## src/hw/rtl/wcrc_pkg.sv

```systemverilog
// Shared types, constants and CRC function for the word CRC response deframer.
`default_nettype none

package wcrc_pkg;

  // Configuration register indexes
  localparam int unsigned CfgIdxW = 2;
  localparam logic [CfgIdxW-1:0] CfgPoly   = 2'd0;
  localparam logic [CfgIdxW-1:0] CfgInit   = 2'd1;
  localparam logic [CfgIdxW-1:0] CfgXorOut = 2'd2;

  // Register reset values
  localparam logic [7:0] PolyReset   = 8'h31;
  localparam logic [7:0] InitReset   = 8'hFF;
  localparam logic [7:0] XorOutReset = 8'h00;

  // Group layout: word0 hi, word0 lo, crc0, word1 hi, word1 lo, crc1
  localparam int unsigned PosW = 3;
  localparam logic [PosW-1:0] PosW0Hi  = 3'd0;
  localparam logic [PosW-1:0] PosW0Lo  = 3'd1;
  localparam logic [PosW-1:0] PosCrc0  = 3'd2;
  localparam logic [PosW-1:0] PosW1Hi  = 3'd3;
  localparam logic [PosW-1:0] PosW1Lo  = 3'd4;
  localparam logic [PosW-1:0] PosCrc1  = 3'd5;

  typedef struct packed {
    logic [7:0] poly;
    logic [7:0] init;
    logic [7:0] xorout;
  } cfg_t;

  // Fold one byte into an MSB-first CRC-8 register
  function automatic logic [7:0] crc8_byte(input logic [7:0] crc,
                                           input logic [7:0] data,
                                           input logic [7:0] poly);
    logic [7:0] c;
    c = crc ^ data;
    for (int i = 0; i < 8; i++) begin
      if (c[7]) begin
        c = {c[6:0], 1'b0} ^ poly;
      end else begin
        c = {c[6:0], 1'b0};
      end
    end
    return c;
  endfunction

endpackage

`default_nettype wire

```

## src/hw/rtl/word_crc_response_deframer_top.sv

```systemverilog
// A group result becomes valid in the cycle after its sixth byte is accepted.
// Throughput: one byte per cycle while input ready is high; the byte CRC update is
// an unrolled 8-step XOR network that feeds the running CRC register.
// Input ready stays high while the result register is empty or being drained.
// Reset clears group position, flags and the result valid; config registers
// return to polynomial 0x31, start value 0xFF and output XOR 0x00.
`default_nettype none

module word_crc_response_deframer_top (
  input  wire logic                          clk_i,
  input  wire logic                          rst_ni,
  // Byte stream in
  input  wire logic                          s_axis_tvalid,
  output logic                               s_axis_tready,
  input  wire logic [7:0]                    s_axis_tdata,   // [7:0] data_byte
  input  wire logic [0:0]                    s_axis_tuser,   // [0] start_of_response
  // Group result out
  output logic                               m_axis_tvalid,
  input  wire logic                          m_axis_tready,
  output logic [31:0]                        m_axis_tdata,   // [31:0] value_bits
  output logic [2:0]                         m_axis_tuser,   // [0] first_word_bad,
                                                             // [1] second_word_bad,
                                                             // [2] any_error
  // Configuration writes
  input  wire logic                          cfg_valid_i,
  output logic                               cfg_ready_o,
  input  wire logic [wcrc_pkg::CfgIdxW-1:0]  cfg_index_i,
  input  wire logic [7:0]                    cfg_data_i
);
  import wcrc_pkg::*;

  cfg_t cfg;

  wcrc_cfg_regs u_cfg (
    .clk_i       (clk_i),
    .rst_ni      (rst_ni),
    .cfg_valid_i (cfg_valid_i),
    .cfg_ready_o (cfg_ready_o),
    .cfg_index_i (cfg_index_i),
    .cfg_data_i  (cfg_data_i),
    .cfg_o       (cfg)
  );

  logic [PosW-1:0] pos_q, pos_d, pos_eff;
  logic [7:0]      crc_q, crc_d;
  logic [23:0]     held_q, held_d;
  logic [7:0]      low_q, low_d;
  logic            first_bad_q, first_bad_d;
  logic            out_valid_q, out_valid_d;
  logic [31:0]     out_data_q, out_data_d;
  logic [2:0]      out_user_q, out_user_d;
  logic            in_fire;
  logic [7:0]      crc_seed;
  logic [7:0]      crc_next;
  logic            crc_bad;

  // Accept while the result register is empty or draining
  assign s_axis_tready = !out_valid_q || m_axis_tready;
  assign in_fire       = s_axis_tvalid && s_axis_tready;

  // Realign on a start flag or an out-of-range position
  assign pos_eff = (s_axis_tuser[0] || pos_q > PosCrc1) ? PosW0Hi : pos_q;

  // Byte CRC update, seeded with the start value on a word's first byte
  assign crc_seed = (pos_eff == PosW0Hi || pos_eff == PosW1Hi) ? cfg.init : crc_q;
  assign crc_next = crc8_byte(crc_seed, s_axis_tdata, cfg.poly);
  assign crc_bad  = (crc_q ^ cfg.xorout) != s_axis_tdata;

  // Advance group state for one accepted byte
  always_comb begin
    pos_d       = pos_q;
    crc_d       = crc_q;
    held_d      = held_q;
    low_d       = low_q;
    first_bad_d = first_bad_q;
    out_valid_d = out_valid_q && !m_axis_tready;
    out_data_d  = out_data_q;
    out_user_d  = out_user_q;
    if (in_fire) begin
      pos_d = (pos_eff == PosCrc1) ? PosW0Hi : pos_eff + 3'd1;
      unique case (pos_eff)
        PosW0Hi: begin
          crc_d       = crc_next;
          held_d      = {s_axis_tdata, 16'h0000};
          first_bad_d = 1'b0;
        end
        PosW0Lo: begin
          crc_d       = crc_next;
          held_d      = {held_q[23:16], s_axis_tdata, 8'h00};
        end
        PosCrc0: begin
          first_bad_d = crc_bad;
          crc_d       = cfg.init;
        end
        PosW1Hi: begin
          crc_d       = crc_next;
          held_d      = {held_q[23:8], s_axis_tdata};
        end
        PosW1Lo: begin
          crc_d       = crc_next;
          low_d       = s_axis_tdata;
        end
        default: begin
          crc_d       = cfg.init;
          out_valid_d = 1'b1;
          out_data_d  = {held_q, low_q};
          out_user_d  = {first_bad_q || crc_bad, crc_bad, first_bad_q};
        end
      endcase
    end
  end

  // Control and payload state
  always_ff @(posedge clk_i or negedge rst_ni) begin
    if (!rst_ni) begin
      pos_q       <= PosW0Hi;
      crc_q       <= InitReset;
      held_q      <= '0;
      low_q       <= '0;
      first_bad_q <= 1'b0;
      out_valid_q <= 1'b0;
    end else begin
      pos_q       <= pos_d;
      crc_q       <= crc_d;
      held_q      <= held_d;
      low_q       <= low_d;
      first_bad_q <= first_bad_d;
      out_valid_q <= out_valid_d;
    end
  end

  // Result payload, no reset needed
  always_ff @(posedge clk_i) begin
    out_data_q <= out_data_d;
    out_user_q <= out_user_d;
  end

  assign m_axis_tvalid = out_valid_q;
  assign m_axis_tdata  = out_data_q;
  assign m_axis_tuser  = out_user_q;

`ifndef SYNTHESIS
  // Position never leaves the group range
  a_pos_range: assert property (@(posedge clk_i) disable iff (!rst_ni)
    pos_q <= PosCrc1)
    else $error("group position out of range");

  // A completed group always loads the result register
  a_group_done: assert property (@(posedge clk_i) disable iff (!rst_ni)
    (in_fire && pos_eff == PosCrc1) |=> m_axis_tvalid)
    else $error("completed group produced no result");

  // A new result only follows the last byte of a group
  a_rose_src: assert property (@(posedge clk_i) disable iff (!rst_ni)
    $rose(m_axis_tvalid) |-> $past(in_fire && pos_eff == PosCrc1))
    else $error("result appeared without a completed group");

  // Error summary agrees with the per-word flags
  a_any_err: assert property (@(posedge clk_i) disable iff (!rst_ni)
    m_axis_tvalid |-> (m_axis_tuser[2] == (m_axis_tuser[0] || m_axis_tuser[1])))
    else $error("error summary mismatch");
`endif

endmodule

`default_nettype wire

```

## src/hw/rtl/wcrc_cfg_regs.sv

```systemverilog
// Configuration register file: CRC polynomial, start value and output XOR.
`default_nettype none

module wcrc_cfg_regs (
  input  wire logic                          clk_i,
  input  wire logic                          rst_ni,
  input  wire logic                          cfg_valid_i,
  output logic                               cfg_ready_o,
  input  wire logic [wcrc_pkg::CfgIdxW-1:0]  cfg_index_i,
  input  wire logic [7:0]                    cfg_data_i,
  output wcrc_pkg::cfg_t                     cfg_o
);
  import wcrc_pkg::*;

  cfg_t cfg_q, cfg_d;

  assign cfg_ready_o = 1'b1;

  // Decode the write index; unknown indexes are dropped
  always_comb begin
    cfg_d = cfg_q;
    if (cfg_valid_i) begin
      unique case (cfg_index_i)
        CfgPoly:   cfg_d.poly   = cfg_data_i;
        CfgInit:   cfg_d.init   = cfg_data_i;
        CfgXorOut: cfg_d.xorout = cfg_data_i;
        default:   cfg_d        = cfg_q;
      endcase
    end
  end

  always_ff @(posedge clk_i or negedge rst_ni) begin
    if (!rst_ni) begin
      cfg_q <= '{poly: PolyReset, init: InitReset, xorout: XorOutReset};
    end else begin
      cfg_q <= cfg_d;
    end
  end

  assign cfg_o = cfg_q;

endmodule

`default_nettype wire
```

## config.mk

```make
export PLATFORM = sky130hd
export DESIGN_NAME = word_crc_response_deframer_top
export DESIGN_NICKNAME = d
export VERILOG_FILES = /design/src/hw/rtl/wcrc_pkg.sv /design/src/hw/rtl/word_crc_response_deframer_top.sv /design/src/hw/rtl/wcrc_cfg_regs.sv
export SDC_FILE = /design/constraint.sdc
export NUM_CORES = 1
export LEC_CHECK = 0
export ABC_AREA = 1
export BUFFER_PORTS_ARGS = -buffer_cell sky130_fd_sc_hd__buf_2
export CORE_MARGIN = 2
export CORE_UTILIZATION = 59
export CTS_CLUSTER_DIAMETER = 50
export DETAILED_ROUTE_END_ITERATION = 16
export GPL_TIMING_DRIVEN = 0
export PLACE_DENSITY_LB_ADDON = 0.12
export SLEW_MARGIN = 15
export SYNTH_ARGS = -nofsm -noshare
export SYNTH_HDL_FRONTEND = slang
export SYNTH_HIERARCHICAL = 1
export SYNTH_SLANG_ARGS = --single-unit
```

## constraint.sdc

```tcl
create_clock -name clk_i -period 4.2 [get_ports clk_i]
set_input_delay 0.84 -clock clk_i [delete_from_list [all_inputs] [get_ports clk_i]]
set_output_delay 0.84 -clock clk_i [all_outputs]
set_load 0.02 [all_outputs]
```

# After elaboration in Yosys (flattened, before gate mapping)
# Cells that the tools add are included.
# W data, S select, Z words.
dict set report classes {
  addsub 1
  n_lt_le_gt_ge 1
  eq_ne 8
  mux 16
  n_bitwise 13
  reduce_logical 24
}
# cell n
set ops {}
lappend ops {{$mux W8} 10}
lappend ops {{$xor A8 B8 Y8} 10}
lappend ops {{$pmux W24 S3} 1}
lappend ops {{$reduce_and A2 Y1} 7}
lappend ops {{$ne A8 B8 Y1} 1}
lappend ops {{$eq A3 B2 Y1 const B} 2}
lappend ops {{$eq A3 B3 Y1 const B} 2}
lappend ops {{$mux W3} 2}
lappend ops {{$reduce_or A5 Y1} 1}
lappend ops {{$logic_or A1 B1 Y1} 4}
lappend ops {{$reduce_and A4 Y1} 1}
lappend ops {{$reduce_bool A2 Y1} 2}
lappend ops {{$reduce_or A4 Y1} 1}
lappend ops {{$add A3 B1 Y3 const B} 1}
lappend ops {{$eq A3 B1 Y1 const B} 1}
lappend ops {{$gt A3 B3 Y1 const B} 1}
lappend ops {{$logic_not A3 Y1} 1}
lappend ops {{$not A1 Y1} 3}
lappend ops {{$reduce_and A3 Y1} 1}
lappend ops {{$reduce_bool A3 Y1} 1}
lappend ops {{$eq A2 B1 Y1 const B} 1}
lappend ops {{$eq A2 B2 Y1 const B} 1}
lappend ops {{$logic_and A1 B1 Y1} 2}
lappend ops {{$logic_not A1 Y1} 2}
lappend ops {{other kinds (3)} 4}
dict set report totals {
  ff_bits 104
  inputBits 24
  elab_cells 76
}

# Depth between registers and ports, before layout
# Gate-level depths: netlist (run 1).
dict set report logic_depth {
  depth_word 24
  ltp_mapped 38
  mapped_depth_nobuf 36
}

# Modules after synthesis
# The synthesis (run 1) kept the hierarchy.
# module instances cells_per_inst area_each_um2 seq_area_each_um2
set modules_own_cells {}
lappend modules_own_cells {word_crc_response_deframer_top 1 615 4823.4 2187.1}
lappend modules_own_cells {wcrc_cfg_regs 1 109 1072.3 614.3}

# Worst setup path after synthesis (run 1)
# OpenSTA, ideal clock, no wires.
dict set report synth_timing {
  kind {input -> register}
  start {input s_axis_tuser}
  end {register crc_q[7]}
  setup_time_ns 0.076
  arrival_time_ns 3.901
  setup_slack_ns 0.223
  path_stages 33
  path_cell_list {inv_2 -> nand3_2 -> nor2_1 -> ha_1 -> clkinv_1 -> nand2_4 -> buf_6 -> nand2_2 -> nand3_1 -> nand2_1 -> inv_1 -> nand2_2 -> nand2_4 -> nand2_1 -> nand2_1 -> inv_1 -> nor2_1 -> nor2_1 -> nor2_2 -> nand3_2 -> nand2_4 -> buf_6 -> nand2_4 -> xnor2_2 -> nand3_1 -> nand2_2 -> inv_1 -> nand2_1 -> nand3_1 -> nand2_1 -> nand3_1 -> nand2_1 -> nand2_1}
}
dict set report synth_via {
  elab_chain_cells 22
  elab_cells_between_ends 27
  classes_between {3 x eq/ne; 11 x mux; 9 x bitwise; 4 x reduce/logical}
}
# item line
set synth_rtl {}
lappend synth_rtl {{from (decl)} word_crc_response_deframer_top.sv:16} ;# input wire logic [0:0] s_axis_tuser,
lappend synth_rtl {{$logic_or A1 B1 Y1 *} word_crc_response_deframer_top.sv:62} ;# assign pos_eff = (s_axis_tuser[0] || pos_q > PosCrc1) ? PosW0Hi : pos_q;
lappend synth_rtl {{$mux W3 *} word_crc_response_deframer_top.sv:62}
lappend synth_rtl {{$eq A3 B2 Y1 / $logic_not A3 Y1 (equally long branches)} {word_crc_response_deframer_top.sv:65, word_crc_response_deframer_top.sv:81}}
lappend synth_rtl {{$logic_or A1 B1 Y1} word_crc_response_deframer_top.sv:65} ;# assign crc_seed = (pos_eff == PosW0Hi || pos_eff == PosW1Hi) ? cfg.init : crc_q;
lappend synth_rtl {{$mux W8} word_crc_response_deframer_top.sv:65}
lappend synth_rtl {{$xor A8 B8 Y8} wcrc_pkg.sv:37} ;# c = crc ^ data;
lappend synth_rtl {{$mux W8 / $xor A8 B8 Y8 (equally long branches)} {wcrc_pkg.sv:39, wcrc_pkg.sv:40}}
lappend synth_rtl {{$xor A8 B8 Y8 / $mux W8 (equally long branches)} {wcrc_pkg.sv:40, wcrc_pkg.sv:39}}
lappend synth_rtl {{(+6 left out)} n/a}
lappend synth_rtl {{$mux W8 / $xor A8 B8 Y8 (equally long branches)} {wcrc_pkg.sv:39, wcrc_pkg.sv:40}}
lappend synth_rtl {{$xor A8 B8 Y8 / $mux W8 (equally long branches)} {wcrc_pkg.sv:40, wcrc_pkg.sv:39}}
lappend synth_rtl {{$mux W8 / $xor A8 B8 Y8 (equally long branches)} {wcrc_pkg.sv:39, wcrc_pkg.sv:40}}
lappend synth_rtl {{$xor A8 B8 Y8 / $mux W8 (equally long branches)} {wcrc_pkg.sv:40, wcrc_pkg.sv:39}}
lappend synth_rtl {{$mux W8 / $xor A8 B8 Y8 (equally long branches)} {wcrc_pkg.sv:39, wcrc_pkg.sv:40}}
lappend synth_rtl {{$xor A8 B8 Y8 / $mux W8 (equally long branches)} {wcrc_pkg.sv:40, wcrc_pkg.sv:39}}
lappend synth_rtl {{$mux W8} wcrc_pkg.sv:39} ;# if (c[7]) begin
lappend synth_rtl {{$mux W8 *} word_crc_response_deframer_top.sv:81} ;# unique case (pos_eff)
lappend synth_rtl {{to (signal assigned)} word_crc_response_deframer_top.sv:117} ;# crc_q <= InitReset;
lappend synth_rtl {{to (signal assigned)} word_crc_response_deframer_top.sv:124} ;# crc_q <= crc_d;
lappend synth_rtl {{to (decl)} word_crc_response_deframer_top.sv:45} ;# logic [7:0] crc_q, crc_d;
# Mark *: on every way between the ends. The rest lies on a longest branch, timed or not.
# A chain may end at the register's enable or synchronous reset.

# Worst setup path after layout (run 1)
dict set report layout_timing {
  start {input s_axis_tuser}
  end {register crc_q[2]}
}
dict set report layout_via {
  elab_chain_cells 22
  elab_cells_between_ends 27
  classes_between {3 x eq/ne; 11 x mux; 9 x bitwise; 4 x reduce/logical}
}
# item line
set layout_rtl {}
lappend layout_rtl {{$logic_or A1 B1 Y1 *} word_crc_response_deframer_top.sv:62}
lappend layout_rtl {{$mux W3 *} word_crc_response_deframer_top.sv:62}
lappend layout_rtl {{$eq A3 B2 Y1 / $logic_not A3 Y1 (equally long branches)} {word_crc_response_deframer_top.sv:65, word_crc_response_deframer_top.sv:81}}
lappend layout_rtl {{$logic_or A1 B1 Y1} word_crc_response_deframer_top.sv:65}
lappend layout_rtl {{$mux W8} word_crc_response_deframer_top.sv:65}
lappend layout_rtl {{$xor A8 B8 Y8} wcrc_pkg.sv:37}
lappend layout_rtl {{$xor A8 B8 Y8} wcrc_pkg.sv:40} ;# c = {c[6:0], 1'b0} ^ poly;
lappend layout_rtl {{$mux W8} wcrc_pkg.sv:39}
lappend layout_rtl {{(+6 left out)} n/a}
lappend layout_rtl {{$xor A8 B8 Y8} wcrc_pkg.sv:40}
lappend layout_rtl {{$mux W8} wcrc_pkg.sv:39}
lappend layout_rtl {{$mux W8 / $xor A8 B8 Y8 (equally long branches)} {wcrc_pkg.sv:39, wcrc_pkg.sv:40}}
lappend layout_rtl {{$xor A8 B8 Y8 / $mux W8 (equally long branches)} {wcrc_pkg.sv:40, wcrc_pkg.sv:39}}
lappend layout_rtl {{$mux W8 / $xor A8 B8 Y8 (equally long branches)} {wcrc_pkg.sv:39, wcrc_pkg.sv:40}}
lappend layout_rtl {{$xor A8 B8 Y8 / $mux W8 (equally long branches)} {wcrc_pkg.sv:40, wcrc_pkg.sv:39}}
lappend layout_rtl {{$mux W8} wcrc_pkg.sv:39}
lappend layout_rtl {{$mux W8 *} word_crc_response_deframer_top.sv:81}
# Marks and branches as above.

==> out/metrics.yaml, run 1 <==
status: "complete, no violations"
slew-limit-headroom: 0.546
drt-vias-per-instance: 5.51
track_usage: 0.261
initial_core_util: 0.606
top_layer: "met4"
synth_area_um2: 5900
maxCapViolations: 0
grt_antenna_before_repair: 0
fin_crit_ns: 3.99
met1Wirelength_um: 5920
yosys_register_bits: 104
hold_class: "input pin to asynchronous set/reset pin"
cts_tree: "done"
fp.dieW_um: 104
ys_warn_count: 6
row_count: 36
tightest_slew_ns: 0.680
dp_cells: 918
met3_length_um: 806
max_stage_delay_ns: 0.17
dpl.hpwl_um: 10400
num_antenna_cells: 0
cts-buffers-inserted: 9
syn_nets: 749
start_kind: "input pin"
crit_top_cell: "nand2_4"
rr_endpoint: "crc_q[2]"
place_area_um2: 6410
layout-drive-gt1-share: 0.229
wirelength_um: 14100
ir_worst_vdd_uv: 332
p_leak_nw: 3.36
place.gp.congestion: 0.915
criticalPathCategory: "input pin to flip-flop"
slowest_stage: "ha_4"
fin_area_um2: 6820
core_region_area_um2: 9730
dr_wl_met2_um: 7100
post_synth_num_cell_types: 34
die_h_um: 104
hold_buffers: 0
power.density_nw_per_um2: 595
synth-seq-area-share: 0.475
tns_ns: 0
layout_commonest_cell: "nand2_1"
numClockSinks: 104
grt_pass1_wl_um: 22600
overflow: 0
syn_area_per_cell_um2: 8.14
stdcell_count: 944
report.final.hold_viol_count: 0
whs_ns: 0.362
final_cell_mix: "241 x nand2_1, 108 x nand3_1, 63 x buf_2"
grt_pass1_vias: 4725
die-area_um2: 10800
crit_required_ns: 4.52
drtAntennaViolNets: 0
grt_setup_unrepaired: "yes"
reg2reg_from: "pos_q[2]"
n_fill_cell: 789
io_pins: 62
fmax_mhz: 251
rr_worst_depth: 34
clock_path_buffers: 2
grt_max_degree: 44
insertion_delay_ns: 0.38
post-route-drc-count: 0
clockRootBuffer: "clkbuf_8"
final_util: 0.701
endpoint_kind: "flip-flop"
drtPass1Iterations: 5
cp_max_fo: 8
path_clk_slew_ns: 0.12
htreeDepth: 3
drt_iter0_markers: 366
wl_per_cell_um: 14.9
rrSetupSlack_ns: 0.27
setup_viol_count_final: 0
nets: 831
cp.arrival_ns: 4.31
portBuffers: 59
finClkSkew_ns: 0.0206
vias: 5200
slew_violations: 0
syn_inst: 724
finalCritPeriodShare: 0.950
area_growth_pct: 15.7
[worst max-delay path, delay by kind of cell]
| kind | cells | cell delay, ns |
|---|---|---|
| and+or+nand+nor | 26 | 2.58 |
| buffers and inverters | 8 | 0.73 |
| adders and majority gates | 1 | 0.17 |
[worst max-delay path by stage]
stage               endpoint         start
finish              crc_q[2]  s_axis_tuser
detailed placement  crc_q[5]  s_axis_tuser
floorplan           crc_q[7]  s_axis_tuser
global placement    crc_q[2]  s_axis_tuser
global route        crc_q[2]  s_axis_tuser
CTS                 crc_q[2]  s_axis_tuser
[metrics by stage]
stage	worst slack, ns	power (mW)
2_1_floorplan	0.223	2.86
3_3_place_gp	-0.441	3.20
3_5_place_dp	-0.609	3.27
4_1_cts	0.0290	3.88
5_1_grt	-0.0281	4.34
6_report	0.208	4.06
[timing repair]
| item | CTS | global route |
|---|---|---|
| gates resized for setup | 3 | 31 |
| setup buffers | 0 | 10 |
| gates cloned | 0 | 0 |
| hold endpoints to repair | 0 | 0 |
| pin swaps | 0 | 9 |
| setup endpoints to repair | 8 | 8 |
[cell families (layout without fill, tap and decap cells)]
group / count (synthesis) / after routing / share of synthesized area
simple gates: 442 / 442 / 0.355
flops: 104 / 104 / 0.475
buf+inv: 97 / 184 / 0.0764
compound gates: 50 / 50 / 0.0465
xor+xnor: 29 / 29 / 0.0444
fa+ha+maj: 1 / 1 / 0.00212
other cells: 1 / 1 / 0.000636
[cells in the mapped netlist]
library cell,instances,area share
buf_4,5,0.0064
o22ai_1,1,0.0011
nand2_4,8,0.015
clkinv_1,1,0.00064
o21ai_1,1,0.00085
xnor2_2,1,0.0028
a21boi_0,1,0.0013
xor2_1,17,0.025
nand3_4,4,0.012
conb_1,1,0.00064
buf_2,6,0.0051
inv_2,7,0.0045
ha_1,1,0.0021
inv_1,60,0.038
buf_6,8,0.015
dfstp_2,19,0.085
nand3_2,9,0.015
nand4_1,17,0.018
edfxtp_1,35,0.18
nor2_4,1,0.0019
nor4_1,2,0.0021
o31ai_1,8,0.010
nand2_2,11,0.012
o21ai_0,25,0.021
clkbuf_1,10,0.0064
dfrtp_1,50,0.21
xnor2_1,11,0.016
nor2_8,2,0.0068
nand2_1,247,0.16
a21oi_1,14,0.012
nor4b_1,1,0.0015
nor2_2,1,0.0011
nand3_1,111,0.094
nor2_1,28,0.018
[per-layer routing]
metal  vias to the layer above  global-route usage
li1                       2532                   -
met1                      2450               0.338
met2                       192               0.443
met3                        26              0.0476
met4                         0              0.0898
met5                         -                   0
[cell type report]
class                   count  area (um^2)  share of cell area
flip-flops and latches    104         2800               0.411
multi-input cells         523         2770               0.406
repair buffers             71          413              0.0606
inverters                  68          265              0.0389
plain buffers              29          205              0.0301
well taps                 133          166              0.0244
clock buffers               9          124              0.0182
clock inverters             7         72.6              0.0106
[flip-flops by register name (all words and copies together) (netlist names)]
| register | count |
|---|---|
| held_q | 24 |
| u_cfg/cfg_o | 24 |
| low_q | 8 |
| m_axis_tdata | 32 |
| crc_q | 8 |
| m_axis_tuser | 3 |
| m_axis_tvalid | 1 |
| first_bad_q | 1 |
| pos_q | 3 |
[power breakdown]
group	switching (mW)	internal (mW)
combinational	1.31	0.748
sequential	0.139	1.26
clock	0.374	0.233
total	1.82	2.24
No activity file was read; power rests on OpenSTA's default activity.
==> inputs of run 2 (changes only) <==
--- a/config.mk
+++ b/config.mk
@@ -7,3 +7,2 @@
 export LEC_CHECK = 0
-export ABC_AREA = 1
 export BUFFER_PORTS_ARGS = -buffer_cell sky130_fd_sc_hd__buf_2
==> constraint.sdc (replaced) <==
create_clock -name clk_i -period 4.2 [get_ports clk_i]
set_input_delay 0.63 -clock clk_i [delete_from_list [all_inputs] [get_ports clk_i]]
set_output_delay 0.63 -clock clk_i [all_outputs]
set_load 0.02 [all_outputs]
==> run 2 against run 1 <==
  * The flow now finishes with violations (negative setup slack)
  * Non-clock buffer count grew 20
  * Clock skew decreased by 0.0047 ns
  * Register-to-register slack got worse by 0.77 ns
  * Synthesized cell count fell by 24%
  * Setup slack got worse by 0.71 ns
  * Core utilization grew 3.7 points
  * Wire length shrank 3.3%
  * Clock-buffer cell count unchanged
  * Final cell count decreased by 17%
  * Sequential power rose by 6%
  * Die area shrank 1.9%
  * Largest cell class is now multi-input gates
  * Largest power group unchanged
==> out/metrics.yaml, run 2 <==
status: "finished with violations"
violations: "negative setup slack"
critical-path-top-delay-family: "compound AO/OA/AOI/OAI gates"
rr_endpoint: "crc_q[7]"
power.density_nw_per_um2: 896  # +50%
max_stage_delay_ns: 0.51  # +0.34 ns
drt_iter0_markers: 202  # -45%
reg2reg_from: "pos_q[2]"
met3_usage: 0.0386  # -0.00897
wl_per_cell_um: 17.4  # +16%
yosys_register_bits: 104  # unchanged
layout-drive-gt1-share: 0.362  # +0.133
cp_max_fo: 10  # +2
finalCritPeriodShare: 1.12  # +0.169
area_growth_pct: 23.2
insertion_delay_ns: 0.37  # about the same
clock_path_buffers: 2  # unchanged
fin_crit_ns: 4.70  # +0.708 ns
synth_largest_area_cell: "dfrtp_1"
async_reset_ff_frac: 0.663  # unchanged
syn_area_per_cell_um2: 10.5  # +29%
timing.critical_path.buf_inv: 4  # -4
synth.top_cells.by_area: "dfrtp_1 22%, edfxtp_1 18%, dfstp_2 8.6%"
drt-vias-per-instance: 5.70  # +3.5%
rr_worst_depth: 21  # -38%
dpl.hpwl_um: 9780  # -5.7%
largest_reg_flops: 32  # unchanged
ys_warn_count: 6  # unchanged
num_antenna_cells: 0  # unchanged
cp.depth: 21  # -40%
fin_area_um2: 7120  # +4.3%
grt_pass1_wl_um: 21600  # -4.4%
synth_area_um2: 5780  # -2.0%
portBuffers: 56  # -5.1%
grt_setup_unrepaired: "yes"
place_area_um2: 6390  # -0.20%
final_util: 0.738  # +0.0373
maxCapViolations: 0  # unchanged
post-route-drc-count: 0  # unchanged
die_h_um: 103  # -0.98%
layout_commonest_cell: "nand2_1"
overflow: 0  # unchanged
setup_ws_ns: -0.500  # -0.708 ns
hold_class: "input pin to asynchronous set/reset pin"
synth_edf_count: 35  # unchanged
yosysTopAreaCellShare: 0.217  # +0.00437
critPathCapture: "crc_q[7]"
core_region_area_um2: 9640  # -0.93%
slew_violations: 0  # unchanged
die-area_um2: 10600  # -1.9%
ys.flop_type: "dfrtp_1"
slowest_stage: "or4_4"
power_mw: 6.37  # +57%
cts_tree: "done"
grt_antenna_before_repair: 0  # unchanged
whs_ns: 0.0515  # -0.310 ns
fmax_mhz: 213  # -15%
final_cell_mix: "86 x nand2_1, 55 x buf_2, 47 x dfrtp_1"
wirelength_um: 13600  # -3.3%
rrSetupSlack_ns: -0.50  # -0.77 ns
startpoint: "s_axis_tuser"
track_usage: 0.267  # +0.00584
grt_pass1_vias: 4274  # -9.5%
tightest_slew_ns: 0.938  # +0.258 ns
syn_inst: 550  # -24%
dp_cells: 741  # -19%
grt_max_degree: 64  # +45%
cts-buffers-inserted: 9  # unchanged
ir_worst_vdd_uv: 1090  # +230%
tns_ns: -3.66  # -3.66 ns
pre_cts_ws_ns: -1.18  # -0.572 ns
place.gp.congestion: 0.852  # -6.9%
endpoint_kind: "flip-flop"
synth-seq-area-share: 0.485  # +0.00978
crit_top_cell: "buf_4"
nets: 672  # -19%
path_clk_slew_ns: 0.11  # about the same
synth_most_common_cell: "nand2_1"
fp.dieW_um: 103  # -0.98%
io_pins: 62  # unchanged
initial_core_util: 0.599  # -0.00667
cp.arrival_ns: 5.00  # +0.69 ns
htreeDepth: 3  # unchanged
crit_required_ns: 4.50  # -0.02 ns
synth_commonest_cells: "89 x nand2_1, 53 x xnor2_1, 50 x dfrtp_1"
start_kind: "input pin"
stdcell_count: 785  # -17%
vias: 4477  # -14%
clockRootBuffer: "clkbuf_8"
grt_use_met1: 0.313  # -0.0245
report.final.hold_viol_count: 0  # unchanged
grt_use_met2: 0.481  # +0.0379
drtPass1Iterations: 7  # +2
worstPathCellList: "buf_4 -> clkbuf_16 -> or2_4 -> ha_4 -> a211o_4 -> a211oi_4 -> buf_4 -> nor2_4 -> and3_4 -> or4_4 -> nand3_4 -> xnor3_2 -> and3_4 -> o2111a_1 -> a211oi_4 -> xnor2_4 -> buf_4 -> nor2_1 -> a221oi_2 -> xnor2_1 -> o21ai_1"
slew-limit-headroom: 0.370  # -0.176
post_synth_num_cell_types: 62  # +82%
p_leak_nw: 2.92  # -13%
top_usage_layer: "met2"
syn_nets: 575  # -23%
criticalPathCategory: "input pin to flip-flop"
numClockSinks: 104  # unchanged
drtAntennaViolNets: 0  # unchanged
setup_viol_count_final: 8  # +8
row_count: 36  # unchanged
finClkSkew_ns: 0.0159  # -0.00473 ns
## run 2: worst min-delay path by stage
stage	start	to	slack (ns)	depth (start not counted)
2_1_floorplan	rst_ni	first_bad_q	0.33	0
3_3_place_gp	low_q[6]	m_axis_tdata[6]	0.42	0
3_5_place_dp	low_q[5]	m_axis_tdata[5]	0.43	0
4_1_cts	rst_ni	u_cfg/cfg_o[19]	0.04	1
5_1_grt	rst_ni	u_cfg/cfg_o[19]	0.03	1
6_report	rst_ni	u_cfg/cfg_o[23]	0.05	1
## run 2: layout make-up
| class | instances | area [um^2] |
|---|---|---|
| Buffer | 33 | 199 |
| Clock buffer | 9 | 124 |
| Clock inverter | 7 | 85.1 |
| Fill cell | 713 | 2520 |
| Inverter | 8 | 30.0 |
| Multi-Input combinational cell | 404 | 3140 |
| Sequential cell | 104 | 2810 |
| Tap cell | 133 | 166 |
| Timing Repair Buffer | 87 | 562 |
## run 2: report_power, final
part	internal (mW)	switching (mW)	total (mW)
Clock	0.239	0.378	0.616
Sequential	1.33	0.154	1.48
Combinational	2.09	2.19	4.28
## run 2: routing by layer
metal	vias to the layer above	wire, um
li1	2109	-
met1	2166	5260
met2	159	7160
met3	43	608
met4	0	606
met5	-	0
## run 2: logic make-up after synthesis
kind of cell,after synthesis,synth area share
AOI/OAI and AO/OA,97,0.116
xor gates and xnor gates,72,0.117
adders and majority gates,1,0.00217
buffers and inverters,42,0.0310
DFF,104,0.485
muxes,47,0.0901
other,1,0.000649
and+or+nand+nor,186,0.158
## run 2: repair_timing
item | CTS | global route
setup endpoints to repair | 8 | 8
hold buffers | 0 | 0
setup buffers | 23 | 6
pin swaps | 21 | 17
resized for setup | 41 | 17
endpoints found under the hold margin | 0 | 0
